==> src/hdl/ray_sphere_intersection_unit_macros.svh <==
//------------------------------------------------------------------------------
// Ray-sphere intersection unit assertion macros
// Shared concurrent assertion forms used by the intersection unit.
//------------------------------------------------------------------------------
`ifndef RAY_SPHERE_INTERSECTION_UNIT_MACROS_SVH
`define RAY_SPHERE_INTERSECTION_UNIT_MACROS_SVH

// Antecedent implies consequent in the same cycle, outside reset.
`define RSI_ASSERT_IMPLIES(lbl, ante, cons) \
	lbl: assert property (@(posedge clk) disable iff (!arst_n) (ante) |-> (cons)) \
		else $error("rsi assertion failed");

// Expression holds at every clock edge outside reset.
`define RSI_ASSERT_ALWAYS(lbl, expr) \
	lbl: assert property (@(posedge clk) disable iff (!arst_n) (expr)) \
		else $error("rsi assertion failed");

`endif

==> src/hdl/rsi_pkg.sv <==
//------------------------------------------------------------------------------
// Ray-sphere intersection package
// Widths, constants and beat types shared by the intersection pipeline.
//------------------------------------------------------------------------------
package rsi_pkg;

	localparam int CB   = 16;
	localparam int RADW = CB - 1;
	localparam int OCW  = CB + 1;
	localparam int AW   = 2 * CB;
	localparam int HW   = 2 * CB + 3;
	localparam int CW   = 2 * CB + 3;
	localparam int HMW  = 2 * CB + 2;
	localparam int DW   = 4 * CB + 6;
	localparam int SW   = DW / 2;
	localparam int RW   = SW + 2;
	localparam int NGW  = 2 * CB + 5;
	localparam int MW   = 2 * CB + 4;
	localparam int FRAC = 16;
	localparam int NW   = MW + FRAC;
	localparam int TW   = 32;
	localparam int LAT  = 5 + SW + 1 + NW + 1;

	localparam logic [TW-1:0] T_MISS  = 32'hFFFF0000;
	localparam logic [NW-1:0] Q_NEGSAT = NW'(64'h80000000);
	localparam logic [NW-1:0] Q_POSSAT = NW'(64'h7FFFFFFF);

	typedef struct packed {
		logic signed [CB-1:0] origin_x;
		logic signed [CB-1:0] origin_y;
		logic signed [CB-1:0] origin_z;
		logic signed [CB-1:0] dir_x;
		logic signed [CB-1:0] dir_y;
		logic signed [CB-1:0] dir_z;
		logic signed [CB-1:0] center_x;
		logic signed [CB-1:0] center_y;
		logic signed [CB-1:0] center_z;
		logic [RADW-1:0]      sphere_radius;
	} rsi_in_t;

	typedef struct packed {
		logic                 hit;
		logic signed [TW-1:0] distance_t;
		logic                 degenerate;
	} rsi_out_t;

	typedef struct packed {
		logic                 valid;
		logic                 miss;
		logic                 deg;
		logic [AW-1:0]        a;
		logic signed [HW-1:0] h;
		logic [DW-1:0]        d;
		logic [RW-1:0]        rem;
		logic [SW-1:0]        root;
	} rsi_sq_t;

	typedef struct packed {
		logic          valid;
		logic          miss;
		logic          deg;
		logic          neg;
		logic [AW-1:0] a;
		logic [NW-1:0] n;
		logic [AW:0]   rem;
		logic [NW-1:0] q;
	} rsi_dv_t;

endpackage

==> src/hdl/rsi_div_cell.sv <==
//------------------------------------------------------------------------------
// Divider cell
// Resolves one quotient bit of the shifted numerator over a.
//------------------------------------------------------------------------------
module rsi_div_cell (
	input  logic             clk,
	input  logic             arst_n,
	input  rsi_pkg::rsi_dv_t dv_in,
	output rsi_pkg::rsi_dv_t dv_out
);
	import rsi_pkg::*;

	logic [AW:0] rem2, den;
	logic        ge;

	assign rem2 = {dv_in.rem[AW-1:0], dv_in.n[NW-1]};
	assign den  = {1'b0, dv_in.a};
	assign ge   = (rem2 >= den);

	always_ff @(posedge clk or negedge arst_n) begin
		if (!arst_n) begin
			dv_out <= '0;
		end else begin
			dv_out.valid <= dv_in.valid;
			dv_out.miss  <= dv_in.miss;
			dv_out.deg   <= dv_in.deg;
			dv_out.neg   <= dv_in.neg;
			dv_out.a     <= dv_in.a;
			dv_out.n     <= {dv_in.n[NW-2:0], 1'b0};
			dv_out.rem   <= ge ? rem2 - den : rem2;
			dv_out.q     <= {dv_in.q[NW-2:0], ge};
		end
	end

endmodule

==> config.mk <==
export PLATFORM = sky130hd
export DESIGN_NAME = rsi_div_cell
export DESIGN_NICKNAME = d
export VERILOG_FILES = /design/src/hdl/ray_sphere_intersection_unit_macros.svh /design/src/hdl/rsi_pkg.sv /design/src/hdl/rsi_div_cell.sv
export SDC_FILE = /design/constraint.sdc
export NUM_CORES = 1
export LEC_CHECK = 0
export CAP_MARGIN = 30
export CORE_AREA = 4 4 134 136
export CTS_CLUSTER_SIZE = 25
export DETAILED_ROUTE_END_ITERATION = 12
export DIE_AREA = 0 0 138 140
export DONT_BUFFER_PORTS = 1
export PLACE_DENSITY = 0.63
export SLEW_MARGIN = 40
export SYNTH_ARGS = -nofsm -noshare
export SYNTH_HDL_FRONTEND = slang
export SYNTH_SLANG_ARGS = --single-unit
==> constraint.sdc <==
create_clock -name clk -period 0.8 [get_ports clk]
set_clock_uncertainty 0.1 [all_clocks]
set_input_delay 0.16 -clock clk [delete_from_list [all_inputs] [get_ports clk]]
set_output_delay 0.16 -clock clk [all_outputs]
set_load 0.05 [all_outputs]
==> results of run 1 <==
cells in the final DEF, fill, tap and decap left out, types with 8 or more instances in the layout:
cell type	n
ha_4	10
buf_12	17
o21ai_1	14
ha_1	22
dlygate4sd3_1	168
xor2_1	13
nand3_1	8
inv_1	35
a21oi_1	24
buf_4	103
xnor2_1	11
dfrtp_2	171
nand2_1	56
o21ai_0	27
clkbuf_16	19
nand4_1	8
a21o_1	11
nor2_1	18
cell families after synthesis:
family / share of synthesized area (%)
AOI/OAI and AO/OA: 12.32
xor gates and xnor gates: 3.337
adders and majority gates: 6.407
buffers and inverters: 3.414
DFF: 65.60
muxes: 0.5148
other: 0.05715
and+or+nand+nor: 8.353
cell type report:
cell class	instances	area (sq um)	share of cell area (%)
repair buffers	295	2902	26.90
flip-flops and latches	172	4518	41.88
well taps	225	281.5	2.610
multi-input cells	309	2327	21.57
clock buffers	18	429.2	3.978
clock inverters	14	148.9	1.380
inverters	41	181.4	1.682
metal layers:
layer | track usage [%] | share of wire (%) | up-vias
met2 | 43.81 | 54 | 266
met1 | 25.71 | 35 | 2653
met4 | 10.40 | 4.0 | 0
li1 | - | - | 2422
met3 | 8.126 | 7.0 | 51
met5 | 0 | 0 | -
power breakdown:
| part | switching (mW) | internal (mW) | total (mW) | leakage [nW] |
|---|---|---|---|---|
| combinational | 1.88 | 2.31 | 4.19 | 2.54 |
| clock | 3.66 | 4.40 | 8.06 | 0.270 |
| sequential | 2.77 | 9.50 | 12.3 | 1.84 |
| total | 8.31 | 16.2 | 24.5 | 4.65 |
per-stage QoR:
stage	utilization, %	setup WS (ns)	setup TNS (ns)	cell area (sq um)	hold slack (ns)
after CTS	61.76	-1.333	-116.33	10460	-0.6886
after floorplan	-	-1.695	-53.17	6848	-0.2356
after detailed placement	47.99	-1.885	-60.15	8128	-0.2290
after global placement	47.99	-1.876	-57.66	8128	-0.2289
after global routing	63.70	-1.486	-122.45	10790	-0.6980
final	63.70	-1.401	-113.43	10790	-0.6735
what timing repair did:
item                       4_1_cts  5_1_grt
setup endpoints to repair      206      206
resized for setup               18       54
gates cloned                     0        3
hold endpoints to repair       343      176
pin swaps                        6       12
buffers inserted                 2        5
path summary, 6_finish.rpt:
check / start / endpoint / slack [ns] / depth (start not counted)
worst min-delay path: arst_n / dv_out[90] / -0.67 / 0
max in group asynchronous: arst_n / dv_out[76] / 1.08 / 0
min in group clk: dv_in[137] / dv_out[137] / -0.34 / 0
worst max-delay path: dv_in[52] / dv_out[74] / -1.40 / 11
critical path: cells and delay by family:
kind | cells | cell delay [ns]
AO/OA/AOI/OAI | 6 | 1.34
adder cells (fa/ha/maj) | 1 | 0.22
buffers and inverters | 2 | 0.28
multiplexers | 1 | 0.28
AND/OR/NAND/NOR | 1 | 0.13
==> run summary, run 1 <==
Via-per-instance ratio: 5.020
First-pass GRT wire length: 35,780 microns
Die height: 140 microns
Violated checks: negative hold slack, negative setup slack
Clock root buffer: clkbuf_16
Non-filler cells in the finished layout: 1,074
Max Slew Vio Count: 0
Overall Global Routing Usage: 24.18%
Placed cells: 866
Post-layout minimum cycle time: 2.201 ns
Area inside the core boundary: 0.01694 sq mm
Portion of synthesized cell area occupied by the leading cell type: 65.60%
Hold buffer count at cts: 168
Die outline area: 0.01932 sq mm
Post-Route Hold Slack: -0.6735 ns
Gate count of the mapped netlist: 536
Max FFs per register: 172
Synthesis-stage register bit count: 172
Largest registers: dv_out (172)
Crit-path max cell delay: 0.33 ns
Ports: 348
Post-synth cell types: 51
Clock-pin slew on the worst setup and hold paths: 0.07 ns
Outcome: finished, violations left
Post-synthesis net count: 744
Port Buffers: 0
Weighted congestion at the end of routability-driven global placement: 0.8850
Async set or reset register ratio after synthesis: 100.0%
Most flops, register: dv_out
DRT Pass-1 Iters: 4
Required time of the critical path: 1.01 ns
Synthesis-to-layout area growth: 64.42%
Worst-path cell chain: ha_4 -> nor2b_4 -> o31a_1 -> o31a_1 -> o31ai_4 -> a2111o_1 -> o211ai_2 -> a31oi_4 -> buf_12 -> buf_6 -> mux2_4
Routed length per instance: 22.05 microns
Prevailing post-synth register cell: dfrtp_1
Starting utilization of the core area: 38.74%
RSZ-0062 raised after global routing: yes
Kind of critical path: in -> reg
Number of cell rows: 48
Cell types with the largest area share after synthesis: dfrtp_1, ha_1, nand2_1
Final Cycle Share: 275.1%
Final HPWL from detailed placement: 16,480 microns
GRT overflow: 0
Post-Syn Area per Cell: 12.24 sq um
H-tree lvl count: 4
Number of violations reported at the end of detailed-routing iteration 0: 238
LEAKAGE: 4.647 nW
Highest-delay cell along the critical path: o31a_1
Crit-path max FO: 9
Power density over the cells: 2273 mW/mm^2
Cell repeated most along the worst path: o31a_1
Maximum number of pins on one net before global-route repair: 173
Via count of the first global-routing pass: 5,930
Total Wirelength: 23,680 microns
Count of clock tree sinks: 172
Clock buffer count from CTS: 17
Number of nets with antenna violations after detailed routing: 0
Warning count from the yosys run: 0
Final hold violations: 176
Worst hold-check path type: in -> async
Via count: 5,392
Width of the die: 138 microns
Maximum achievable frequency: 454.3 MHz
Number of failing setup endpoints in the final timing report: 206
Final setup slack of the worst path: -1.401 ns
Count leader, synth: dfrtp_1
Clock tree from TritonCTS: yes
Number of DRC violations after detailed routing: 0
EDFF count, synth: 0
Layout cell share with drive strength beyond 1: 45.11%
Peak supply drop: 1.389 mV
Initial antenna violation count: 0
Number of maximum-capacitance violations: 0
Arrival time at the worst endpoint: 2.41 ns
Sequential area share after synthesis: 65.60%
Fillers: 1,225
Capturing element type of the critical path: flip-flop
Category of the worst setup path launch point: input pin
Netlist area before placement: 0.006561 sq mm
Power, Total: 24.52 mW
Cell type with the largest total area after synthesis: dfrtp_1
Net total in the final layout: 1,044
Commonest cells in the netlist: dfrtp_1, nand2_1, o21ai_0, inv_1, ha_1
Ant. Diodes: 0
Max clock buf depth: 2
Note: power is estimated with default switching activity, not from simulation.
==> inputs of run 2 (changes only) <==
--- a/config.mk
+++ b/config.mk
@@ -5,6 +5,7 @@
 export SDC_FILE = /design/constraint.sdc
 export NUM_CORES = 1
 export LEC_CHECK = 0
+export ABC_AREA = 0
 export CAP_MARGIN = 30
 export CORE_AREA = 4 4 134 136
 export CTS_CLUSTER_SIZE = 25
@@ -16,3 +17,4 @@
 export SYNTH_ARGS = -nofsm -noshare
 export SYNTH_HDL_FRONTEND = slang
 export SYNTH_SLANG_ARGS = --single-unit
+export TNS_END_PERCENT = 100
==> constraint.sdc (replaced) <==
create_clock -name clk -period 0.8 [get_ports clk]
set_clock_uncertainty 0.1 [all_clocks]
set_input_delay 0.16 -clock clk [delete_from_list [all_inputs] [get_ports clk]]
set_output_delay 0.16 -clock clk [all_outputs]
set_load 0.1 [all_outputs]
==> run summary, run 2 (synthesis gave the netlist of run 1 again) <==
Clock buffer count from CTS: 17
Outcome: finished, violations left
Die outline area: 0.01932 sq mm
Violated checks: negative hold slack, negative setup slack
Most frequent standard cell in the layout excluding fill and tap cells: dfrtp_4
Final HPWL from detailed placement: 15,360 microns
Setup Slack @ Placement: -1.889 ns
Layout cell share with drive strength beyond 1: 49.88%
Arrival time at the worst endpoint: 2.44 ns
Crit-path max FO: 3
Final Cycle Share: 280.4%
Power density over the cells: 2460 mW/mm^2
LEAKAGE: 4.721 nW
Peak supply drop: 1.318 mV
Max Slew Vio Count: 0
Number of nets with antenna violations after detailed routing: 0
Net total in the final layout: 1,046
Number of cell rows: 48
Post-layout minimum cycle time: 2.243 ns
Dpl cell area: 0.008377 sq mm
Worst-path cell chain: ha_4 -> nor2b_4 -> o31a_1 -> o31a_1 -> buf_4 -> nor2_1 -> o21ai_0 -> a21bo_2 -> a21oi_1 -> xor2_1 -> o21ai_2
Cell repeated most along the worst path: o31a_1
Crit-path max cell delay: 0.34 ns
Weighted congestion at the end of routability-driven global placement: 0.9028
Width of the die: 138 microns
Final hold violations: 177
Maximum number of pins on one net before global-route repair: 173
First-pass GRT wire length: 35,180 microns
Overall Global Routing Usage: 23.66%
Maximum achievable frequency: 445.8 MHz
Largest registers: dv_out (172)
Number of failing setup endpoints in the final timing report: 206
Count of clock tree sinks: 172
Category of the worst setup path launch point: input pin
Port Buffers: 0
Max clock buf depth: 2
Leading cell types in the layout, fill and taps excluded: dfrtp_4, dlygate4sd3_1, buf_4
Via count: 5,458
Most flops, register: dv_out
Via count of the first global-routing pass: 5,822
Final-layout setup total negative slack: -131.71 ns
Number of maximum-capacitance violations: 0
Clock tree from TritonCTS: yes
Final setup slack of the worst path: -1.443 ns
Ant. Diodes: 0
Kind of critical path: in -> reg
Worst Setup SP: dv_in[52]
Clock-pin slew on the worst setup and hold paths: 0.08 ns
Starting utilization of the core area: 38.74%
Via-per-instance ratio: 5.077
Initial antenna violation count: 0
Routed length per instance: 22.36 microns
Total Wirelength: 24,040 microns
Die height: 140 microns
H-tree lvl count: 4
Required time of the critical path: 1.00 ns
Max FFs per register: 172
Buffering stage count on the worst path with inverters included: 1
Highest-delay cell along the critical path: xor2_1
DRT Pass-1 Iters: 5
Area inside the core boundary: 0.01694 sq mm
RSZ-0062 raised after global routing: yes
Non-filler cells in the finished layout: 1,075
Placed cells: 860
GRT overflow: 0
Worst hold-check path type: in -> async
Hold buffer count at cts: 167
Number of violations reported at the end of detailed-routing iteration 0: 246
Post-layout instance area: 0.01128 sq mm
Post-Route Hold Slack: -0.6784 ns
Capturing element type of the critical path: flip-flop
Largest delay share family, worst path: compound AO/OA/AOI/OAI gates
Synthesis-to-layout area growth: 71.91%
Clock root buffer: clkbuf_16
Number of DRC violations after detailed routing: 0
Ports: 348
run 2: per-stage QoR:
step | util [%] | total power, mW | hold WS (ns)
floorplan | - | 17.02 | -0.2356
global placement | 49.46 | 18.26 | -0.2297
detailed placement | 49.46 | 18.33 | -0.2293
CTS | 63.87 | 27.27 | -0.6954
global route | 66.60 | 28.69 | -0.7031
finish | 66.60 | 27.75 | -0.6784
run 2: final timing paths:
check	end	cells past startpoint
max	dv_out[65]	11
min	dv_out[171]	0
max in group asynchronous	dv_out[159]	0
min in group clk	dv_out[138]	0
run 2: area by class of cell:
cell class / count / area [sq um]
clock buffer: 17 / 425.4
clock inverter: 14 / 150.1
fill: 1174 / 5657
inverter: 41 / 186.4
multi-input combinational: 309 / 2502
sequential: 172 / 4950
tap: 225 / 281.5
timing repair buffer: 297 / 2784
run 2: power breakdown:
| group | internal (mW) | switching, mW |
|---|---|---|
| combinational | 2.30 | 1.91 |
| clock | 4.17 | 3.93 |
| sequential | 9.81 | 5.62 |
| total | 16.3 | 11.5 |
run 2: repair_timing:
action,CTS,global route
resized for setup,38,97
setup endpoints to repair,206,206
buffers inserted,9,7
cloned,0,5
hold endpoints to repair,343,177
pin swaps,27,28
run 2: per-layer routing:
layer  vias to the layer above  GRT usage [%]  share of wire [%]
met5                         -              0                  0
met4                         0          7.956                2.7
met3                        46          8.126                7.4
met2                       238          42.96                 55
met1                      2747          25.91                 35
li1                       2427              -                  -
