## config.mk

```make
export PLATFORM = sky130hd
export DESIGN_NAME = rsi_sqrt_cell
export DESIGN_NICKNAME = d
export VERILOG_FILES = /design/src/hdl/ray_sphere_intersection_unit_macros.svh /design/src/hdl/rsi_pkg.sv /design/src/hdl/rsi_sqrt_cell.sv
export SDC_FILE = /design/constraint.sdc
export NUM_CORES = 1
export LEC_CHECK = 0
export ABC_AREA = 1
export BUFFER_PORTS_ARGS = -buffer_cell sky130_fd_sc_hd__buf_2
export CAP_MARGIN = 15
export CORE_ASPECT_RATIO = 0.7
export CORE_MARGIN = 4
export CORE_UTILIZATION = 32
export DETAILED_ROUTE_END_ITERATION = 16
export GPL_ROUTABILITY_DRIVEN = 0
export PLACE_DENSITY_LB_ADDON = 0.2
export SLEW_MARGIN = 25
export SYNTH_ARGS = -nofsm -noshare
export SYNTH_HDL_FRONTEND = slang
export SYNTH_SLANG_ARGS = --single-unit
```

## constraint.sdc

```tcl
create_clock -name clk -period 0.9 [get_ports clk]
set_clock_uncertainty 0.05 [all_clocks]
set_input_delay 0.135 -clock clk [delete_from_list [all_inputs] [get_ports clk]]
set_output_delay 0.135 -clock clk [all_outputs]
set_load 0.01 [all_outputs]
```

## src/hdl/ray_sphere_intersection_unit_macros.svh

```systemverilog
//------------------------------------------------------------------------------
// Ray-sphere intersection unit assertion macros
// Shared concurrent assertion forms used by the intersection unit.
//------------------------------------------------------------------------------
`ifndef RAY_SPHERE_INTERSECTION_UNIT_MACROS_SVH
`define RAY_SPHERE_INTERSECTION_UNIT_MACROS_SVH

// Antecedent implies consequent in the same cycle, outside reset.
`define RSI_ASSERT_IMPLIES(lbl, ante, cons) \
	lbl: assert property (@(posedge clk) disable iff (!arst_n) (ante) |-> (cons)) \
		else $error("rsi assertion failed");

// Expression holds at every clock edge outside reset.
`define RSI_ASSERT_ALWAYS(lbl, expr) \
	lbl: assert property (@(posedge clk) disable iff (!arst_n) (expr)) \
		else $error("rsi assertion failed");

`endif

```

## src/hdl/rsi_pkg.sv

```systemverilog
//------------------------------------------------------------------------------
// Ray-sphere intersection package
// Widths, constants and beat types shared by the intersection pipeline.
//------------------------------------------------------------------------------
package rsi_pkg;

	localparam int CB   = 16;
	localparam int RADW = CB - 1;
	localparam int OCW  = CB + 1;
	localparam int AW   = 2 * CB;
	localparam int HW   = 2 * CB + 3;
	localparam int CW   = 2 * CB + 3;
	localparam int HMW  = 2 * CB + 2;
	localparam int DW   = 4 * CB + 6;
	localparam int SW   = DW / 2;
	localparam int RW   = SW + 2;
	localparam int NGW  = 2 * CB + 5;
	localparam int MW   = 2 * CB + 4;
	localparam int FRAC = 16;
	localparam int NW   = MW + FRAC;
	localparam int TW   = 32;
	localparam int LAT  = 5 + SW + 1 + NW + 1;

	localparam logic [TW-1:0] T_MISS  = 32'hFFFF0000;
	localparam logic [NW-1:0] Q_NEGSAT = NW'(64'h80000000);
	localparam logic [NW-1:0] Q_POSSAT = NW'(64'h7FFFFFFF);

	typedef struct packed {
		logic signed [CB-1:0] origin_x;
		logic signed [CB-1:0] origin_y;
		logic signed [CB-1:0] origin_z;
		logic signed [CB-1:0] dir_x;
		logic signed [CB-1:0] dir_y;
		logic signed [CB-1:0] dir_z;
		logic signed [CB-1:0] center_x;
		logic signed [CB-1:0] center_y;
		logic signed [CB-1:0] center_z;
		logic [RADW-1:0]      sphere_radius;
	} rsi_in_t;

	typedef struct packed {
		logic                 hit;
		logic signed [TW-1:0] distance_t;
		logic                 degenerate;
	} rsi_out_t;

	typedef struct packed {
		logic                 valid;
		logic                 miss;
		logic                 deg;
		logic [AW-1:0]        a;
		logic signed [HW-1:0] h;
		logic [DW-1:0]        d;
		logic [RW-1:0]        rem;
		logic [SW-1:0]        root;
	} rsi_sq_t;

	typedef struct packed {
		logic          valid;
		logic          miss;
		logic          deg;
		logic          neg;
		logic [AW-1:0] a;
		logic [NW-1:0] n;
		logic [AW:0]   rem;
		logic [NW-1:0] q;
	} rsi_dv_t;

endpackage

```

## src/hdl/rsi_sqrt_cell.sv

```systemverilog
//------------------------------------------------------------------------------
// Square root cell
// Resolves one bit of the floor square root of the discriminant.
//------------------------------------------------------------------------------
module rsi_sqrt_cell (
	input  logic             clk,
	input  logic             arst_n,
	input  rsi_pkg::rsi_sq_t sq_in,
	output rsi_pkg::rsi_sq_t sq_out
);
	import rsi_pkg::*;

	logic [RW-1:0] rem2, trial;
	logic          ge;

	assign rem2  = {sq_in.rem[RW-3:0], sq_in.d[DW-1 -: 2]};
	assign trial = {sq_in.root, 2'b01};
	assign ge    = (rem2 >= trial);

	always_ff @(posedge clk or negedge arst_n) begin
		if (!arst_n) begin
			sq_out <= '0;
		end else begin
			sq_out.valid <= sq_in.valid;
			sq_out.miss  <= sq_in.miss;
			sq_out.deg   <= sq_in.deg;
			sq_out.a     <= sq_in.a;
			sq_out.h     <= sq_in.h;
			sq_out.d     <= {sq_in.d[DW-3:0], 2'b00};
			sq_out.rem   <= ge ? rem2 - trial : rem2;
			sq_out.root  <= {sq_in.root[SW-2:0], ge};
		end
	end

endmodule

```

==> impl_metrics.env, run 1 <==
export IMPL_rows=50
export IMPL_setup_ws_ns=-0.569
export IMPL_io_buffers=421
export IMPL_ir_drop_v=0.00108
export IMPL_cts_buffer_depth=3
export IMPL_cellPowerDensity_nw_per_um2=1550
export IMPL_cpMostUsedCell="nand2_1"
export IMPL_instances_no_fill=2198
export IMPL_cts_tree="done"
export IMPL_grt_max_degree=39
export IMPL_io_pins=426
export IMPL_yosysWarnings=0
export IMPL_fp_coreArea_um2=26900
export IMPL_placed_area_um2=13400
export IMPL_status="finished with violations"
export IMPL_hold_path_class="input pin to flip-flop"
export IMPL_largest_reg_flops=210
export IMPL_drt_initial_drc_count=536
export IMPL_setup_viol=248
export IMPL_initial_core_util=0.326
export IMPL_finalPower_mw=28.8
export IMPL_violations="negative setup slack"
export IMPL_grt_first_pass_wirelength_mm=58.0
export IMPL_numCtsBuffers=22
export IMPL_drc=0
export IMPL_overflow=0
export IMPL_hold_depth=5
export IMPL_synth_edf_count=0
export IMPL_reg_top3="sq_out: 210 flops"
export IMPL_clkTransAtPathRegs_ns=0.06
export IMPL_slew_violations=0
export IMPL_crit_cells=15
export IMPL_dieArea_um2=30200
export IMPL_die_height_um=147
export IMPL_drive_gt1_frac=0.541
export IMPL_setup_tns_ns=-83.26
export IMPL_final_net_count=2070
export IMPL_antenna_found_initial=2
export IMPL_hold_violations=0
export IMPL_drtAntennaViolNets=0
export IMPL_cpLargestDelayFamily="simple AND/OR/NAND/NOR gates"
export IMPL_post_route_min_period_ns=1.47
export IMPL_rsz0062_at_grt="yes"
export IMPL_cap_violations=0
export IMPL_cp_cell_sequence="buf_2, inv_2, ha_4, nand2_1, buf_4, nor2_2, nand3_1, nand3_2, nand2_1, nand2_2, nand2_4, nand2_1, nand2_1, nand3_4, nand2_2"
export IMPL_critPathKind="input pin to flip-flop"
export IMPL_mappedNetlistArea_um2=8780
export IMPL_multiInputGateArea_um2=4380
export IMPL_ys_seq_elements=210
export IMPL_post_route_period_util=1.63
export IMPL_clock_sinks=210
export IMPL_htree_levels=1
export IMPL_wl_per_cell_um=18.4
export IMPL_regMostFlops="sq_out"
export IMPL_ys_types=33
export IMPL_post_place_ws_ns=-1.22
export IMPL_area_growth_syn_to_layout_pct=112
export IMPL_arrival_ns=1.83
export IMPL_async_flop_share=1.00
export IMPL_viasPerCell=4.47
export IMPL_vias=9824
export IMPL_syn_inst=937
export IMPL_die_w_um=206
export IMPL_cp_slowest_cell="ha_4"
export IMPL_fill_cells=2036
export IMPL_gr_usage_all_layers=0.248
export IMPL_required_ns=1.26
export IMPL_fin_area_um2=18600
export IMPL_dp_cells=1893
export IMPL_cp_buffers_inverters=3
export IMPL_yosysTopAreaCell="dfrtp_1"
export IMPL_hpwl_mm=27.6
export IMPL_firstDrtPassIters=7
export IMPL_wl_mm=40.3
export IMPL_slowest_delay_ns=0.28
export IMPL_yosysSeqAreaShare=0.599
export IMPL_power_leakage_nw=9.49
export IMPL_start_kind="input pin"
export IMPL_end_kind="flip-flop"
export IMPL_syn_area_per_cell_um2=9.37
export IMPL_synth_area_leaders="dfrtp_1 (60%), nand2_1 (12%), inv_1 (5.9%)"
export IMPL_crit_fanout=3
export IMPL_grt_pass1_vias=10286
export IMPL_root_buffer="clkbuf_16"
export IMPL_ys_flop_type="dfrtp_1"
export IMPL_register_area_um2=5260
export IMPL_fmax_ghz=0.681
export IMPL_synth_top_area_frac=0.599
==> routing by layer <==
metal  vias up  GRT usage  share of wire  routed length, um
met2       368      0.390           0.47              18800
met5         -          0        0.00020                  8
met1      4722      0.343           0.43              17400
met4         2     0.0652          0.024                976
met3        69     0.0622          0.077               3110
li1       4663          -              -                  -
==> metrics by stage <==
stage | hold slack, ns | utilization
final | 0.0125 | 0.691
after global routing | 0.0231 | 0.691
after CTS | -0.198 | 0.647
after detailed placement | -0.0296 | 0.497
after global placement | -0.0272 | 0.497
after floorplan | -0.211 | -
==> final timing paths <==
path,startpoint,to,slack (ns)
hold / removal,sq_in[41],sq_out[43]$_DFF_PN0_,0.01
setup / recovery,sq_in[7],sq_out[69]$_DFF_PN0_,-0.57
min in group asynchronous,arst_n,sq_out[120]$_DFF_PN0_,0.03
max in group asynchronous,arst_n,sq_out[112]$_DFF_PN0_,0.24
==> placed cells by master, fill, tap and decap left out, drive strengths merged, types with 2 or more instances in the layout <==
| cell type | synthesis | final |
|---|---|---|
| buf | 10 | 653 |
| nand2 | 297 | 297 |
| dlygate4sd3 | 0 | 211 |
| dfrtp | 210 | 210 |
| inv | 143 | 144 |
| nand3 | 78 | 78 |
| nor2 | 70 | 70 |
| ha | 37 | 37 |
| clkbuf | 2 | 31 |
| a21oi | 29 | 29 |
| xor2 | 17 | 17 |
| nand3b | 10 | 10 |
| o21ai | 9 | 9 |
| clkinv | 2 | 7 |
| nand4 | 7 | 7 |
| o21bai | 5 | 5 |
| nor3 | 5 | 5 |
| bufinv | 0 | 4 |
| a31oi | 2 | 2 |
| xnor2 | 2 | 2 |
| conb | 1 | 2 |
==> final cells by class <==
class,instances,share of cell area
clock inverters,11,0.00869
diodes,1,0.000135
multi-input cells,571,0.236
flip-flops and latches,210,0.283
clock buffers,27,0.0329
inverters,145,0.0312
well taps,364,0.0245
repair buffers,869,0.384
==> logic make-up (layout without fill, tap and decap cells) <==
family	Yosys count	count (layout)	share of synthesized area
DFF	210	210	0.599
other	1	3	0.000427
and+or+nand+nor	467	467	0.228
buffers and inverters	157	1052	0.0724
xor gates and xnor gates	19	19	0.0190
adders and majority gates	37	37	0.0527
AOI/OAI and AO/OA	46	46	0.0291
==> cell usage after synthesis (3+ instances only) <==
cell / instances
a21oi_1: 27
buf_2: 3
buf_4: 5
dfrtp_1: 210
ha_1: 37
inv_1: 138
inv_2: 5
nand2_1: 282
nand2_2: 14
nand3_1: 77
nand3b_1: 10
nand4_1: 6
nor2_1: 63
nor2_2: 5
nor3_1: 4
o21ai_0: 8
o21bai_1: 5
xor2_1: 17
==> power breakdown <==
part	internal, mW	switching, mW	leakage (nW)
clock	5.96	3.85	0.381
sequential	10.1	0.324	2.46
combinational	4.44	4.08	6.66
==> tightest hold or removal path: stages <==
cell and delay (ns):
buf_6 0.08, ha_4 0.15, xor2_1 0.07, nand2_2 0.06, nand2_1 0.04
==> timing repair <==
item | CTS | global route
endpoints found under the setup margin | 248 | 248
gates resized for setup | 204 | 218
setup buffers | 28 | 24
gates cloned | 4 | 3
hold buffers | 210 | 1
pin swaps | 80 | 78
hold endpoints to repair | 419 | 1
Note: power is estimated with default switching activity, not from simulation.
==> run 2: changes to the inputs <==
Settings changed: SKIP_CTS_REPAIR_TIMING from default to 1.
Clock period 0.9 ns to 1.2 ns, I/O delays scaled along.
==> impl_metrics.env, run 2 (synthesized netlist as in run 1, its figures left out) <==
export IMPL_final_common_cell="buf_2"
export IMPL_critPathKind="input pin to flip-flop"
export IMPL_initial_core_util=0.326
export IMPL_slew_violations=0
export IMPL_viasPerCell=4.42
export IMPL_dieArea_um2=30200
export IMPL_htree_levels=1
export IMPL_setup_viol=248
export IMPL_clock_sinks=210
export IMPL_required_ns=1.56
export IMPL_rows=50
export IMPL_io_pins=426
export IMPL_largest_reg_flops=210
export IMPL_arrival_ns=1.87
export IMPL_die_height_um=147
export IMPL_fmax_ghz=0.663
export IMPL_reg_top3="sq_out: 210 flops"
export IMPL_rsz0062_at_grt="yes"
export IMPL_start_kind="input pin"
export IMPL_wl_per_cell_um=17.6
export IMPL_final_cell_mix="buf_2 (332), dfrtp_1 (210), dlygate4sd3_1 (205), buf_4 (186), nand2_1 (176)"
export IMPL_gr_usage_all_layers=0.210
export IMPL_grt_pass1_vias=8410
export IMPL_regMostFlops="sq_out"
export IMPL_firstDrtPassIters=5
export IMPL_hold_depth=1
export IMPL_crit_start="sq_in[20]"
export IMPL_clkTransAtPathRegs_ns=0.06
export IMPL_wl_mm=38.0
export IMPL_cellPowerDensity_nw_per_um2=1180
export IMPL_hold_violations=3
export IMPL_end_kind="flip-flop"
export IMPL_vias=9570
export IMPL_drive_gt1_frac=0.543
export IMPL_setup_ws_ns=-0.309
export IMPL_hold_path_class="input pin to flip-flop"
export IMPL_post_route_period_util=1.26
export IMPL_drc=0
export IMPL_drtAntennaViolNets=0
export IMPL_ir_drop_v=0.000816
export IMPL_violations="negative hold slack, negative setup slack"
export IMPL_die_w_um=206
export IMPL_root_buffer="clkbuf_16"
export IMPL_numCtsBuffers=22
export IMPL_finalPower_mw=21.3
export IMPL_crit_fanout=7
export IMPL_status="finished with violations"
export IMPL_instances_no_fill=2166
export IMPL_hpwl_mm=27.4
export IMPL_dp_cells=1893
export IMPL_whs_endpoint="sq_out[6]$_DFF_PN0_"
export IMPL_power_leakage_nw=9.22
export IMPL_final_net_count=2033
export IMPL_post_route_min_period_ns=1.51
export IMPL_area_growth_syn_to_layout_pct=105
export IMPL_grt_max_degree=37
export IMPL_cap_violations=0
export IMPL_cts_tree="done"
export IMPL_fp_coreArea_um2=26900
export IMPL_hold_start="sq_in[5]"
export IMPL_grt_first_pass_wirelength_mm=49.2
export IMPL_overflow=0
export IMPL_cts_buffer_depth=3
export IMPL_antenna_found_initial=5
export IMPL_drt_initial_drc_count=466
export IMPL_timing_hold_ws_ns=-0.240
export IMPL_io_buffers=421
## run 2: cell count changes in the layout (fill, tap and decap cells not counted), sizes merged, moves of 2 or more
cell / before / now
buf: 653 / 623
dlygate4sd3: 211 / 205
clkinvlp: 1 / 4
diode: 1 / 4
inv: 144 / 147
clkbuf: 31 / 29
clkinv: 7 / 5
## run 2: final cells by class
class / instances / area [um^2]
clock buffer: 25 / 593
inverter: 145 / 577
sequential: 210 / 5260
fill: 2128 / 8880
clock inverter: 15 / 203
multi-input combinational: 571 / 4440
timing repair buffer: 832 / 6490
tap: 364 / 455
antenna: 4 / 10.0
## run 2: worst max-delay path by stage
stage,slack (ns),to,depth (start not counted)
final,-0.31,sq_out[64]$_DFF_PN0_,14
after global routing,-0.35,sq_out[64]$_DFF_PN0_,14
after CTS,-0.44,sq_out[50]$_DFF_PN0_,15
after detailed placement,-0.97,sq_out[41]$_DFF_PN0_,15
after global placement,-0.93,sq_out[41]$_DFF_PN0_,15
after floorplan,-0.40,sq_out[61]$_DFF_PN0_,14
## run 2: per-stage QoR
stage / setup TNS [ns] / instance area, um^2 / util / hold WS, ns / setup WS (ns)
floorplan: -14.24 / 9430 / - / -0.166 / -0.402
global placement: -33.77 / 13400 / 0.497 / 0.0267 / -0.930
detailed placement: -34.53 / 13400 / 0.497 / 0.0279 / -0.966
CTS: -28.52 / 14200 / 0.527 / -0.519 / -0.440
global route: -29.17 / 18000 / 0.670 / -0.258 / -0.349
finish: -19.28 / 18000 / 0.670 / -0.240 / -0.309
## run 2: routing by layer
metal,share of wire,vias up,track usage
met5,0.00021,-,0
met4,0.017,2,0.0372
met3,0.071,43,0.0560
met2,0.47,344,0.315
met1,0.45,4589,0.311
li1,-,4592,-
## run 2: worst max-delay path, stage by stage
cell and delay (ns):
buf_2 0.12, inv_2 0.07, ha_4 0.22, nand2_2 0.07, nand2_2 0.06, nand2_2 0.07
nand2_2 0.08, nand2_2 0.10, nand2_4 0.07, a21oi_4 0.18, nand4_4 0.25, clkbuf_16 0.27
nand3_1 0.08, nand2_1 0.05
## run 2: power by group
group	internal (mW)	switching, mW	leakage, nW	total [mW]
combinational	3.03	2.94	6.38	5.97
sequential	7.60	0.223	2.46	7.82
clock	4.47	3.00	0.379	7.47
total	15.1	6.16	9.22	21.3
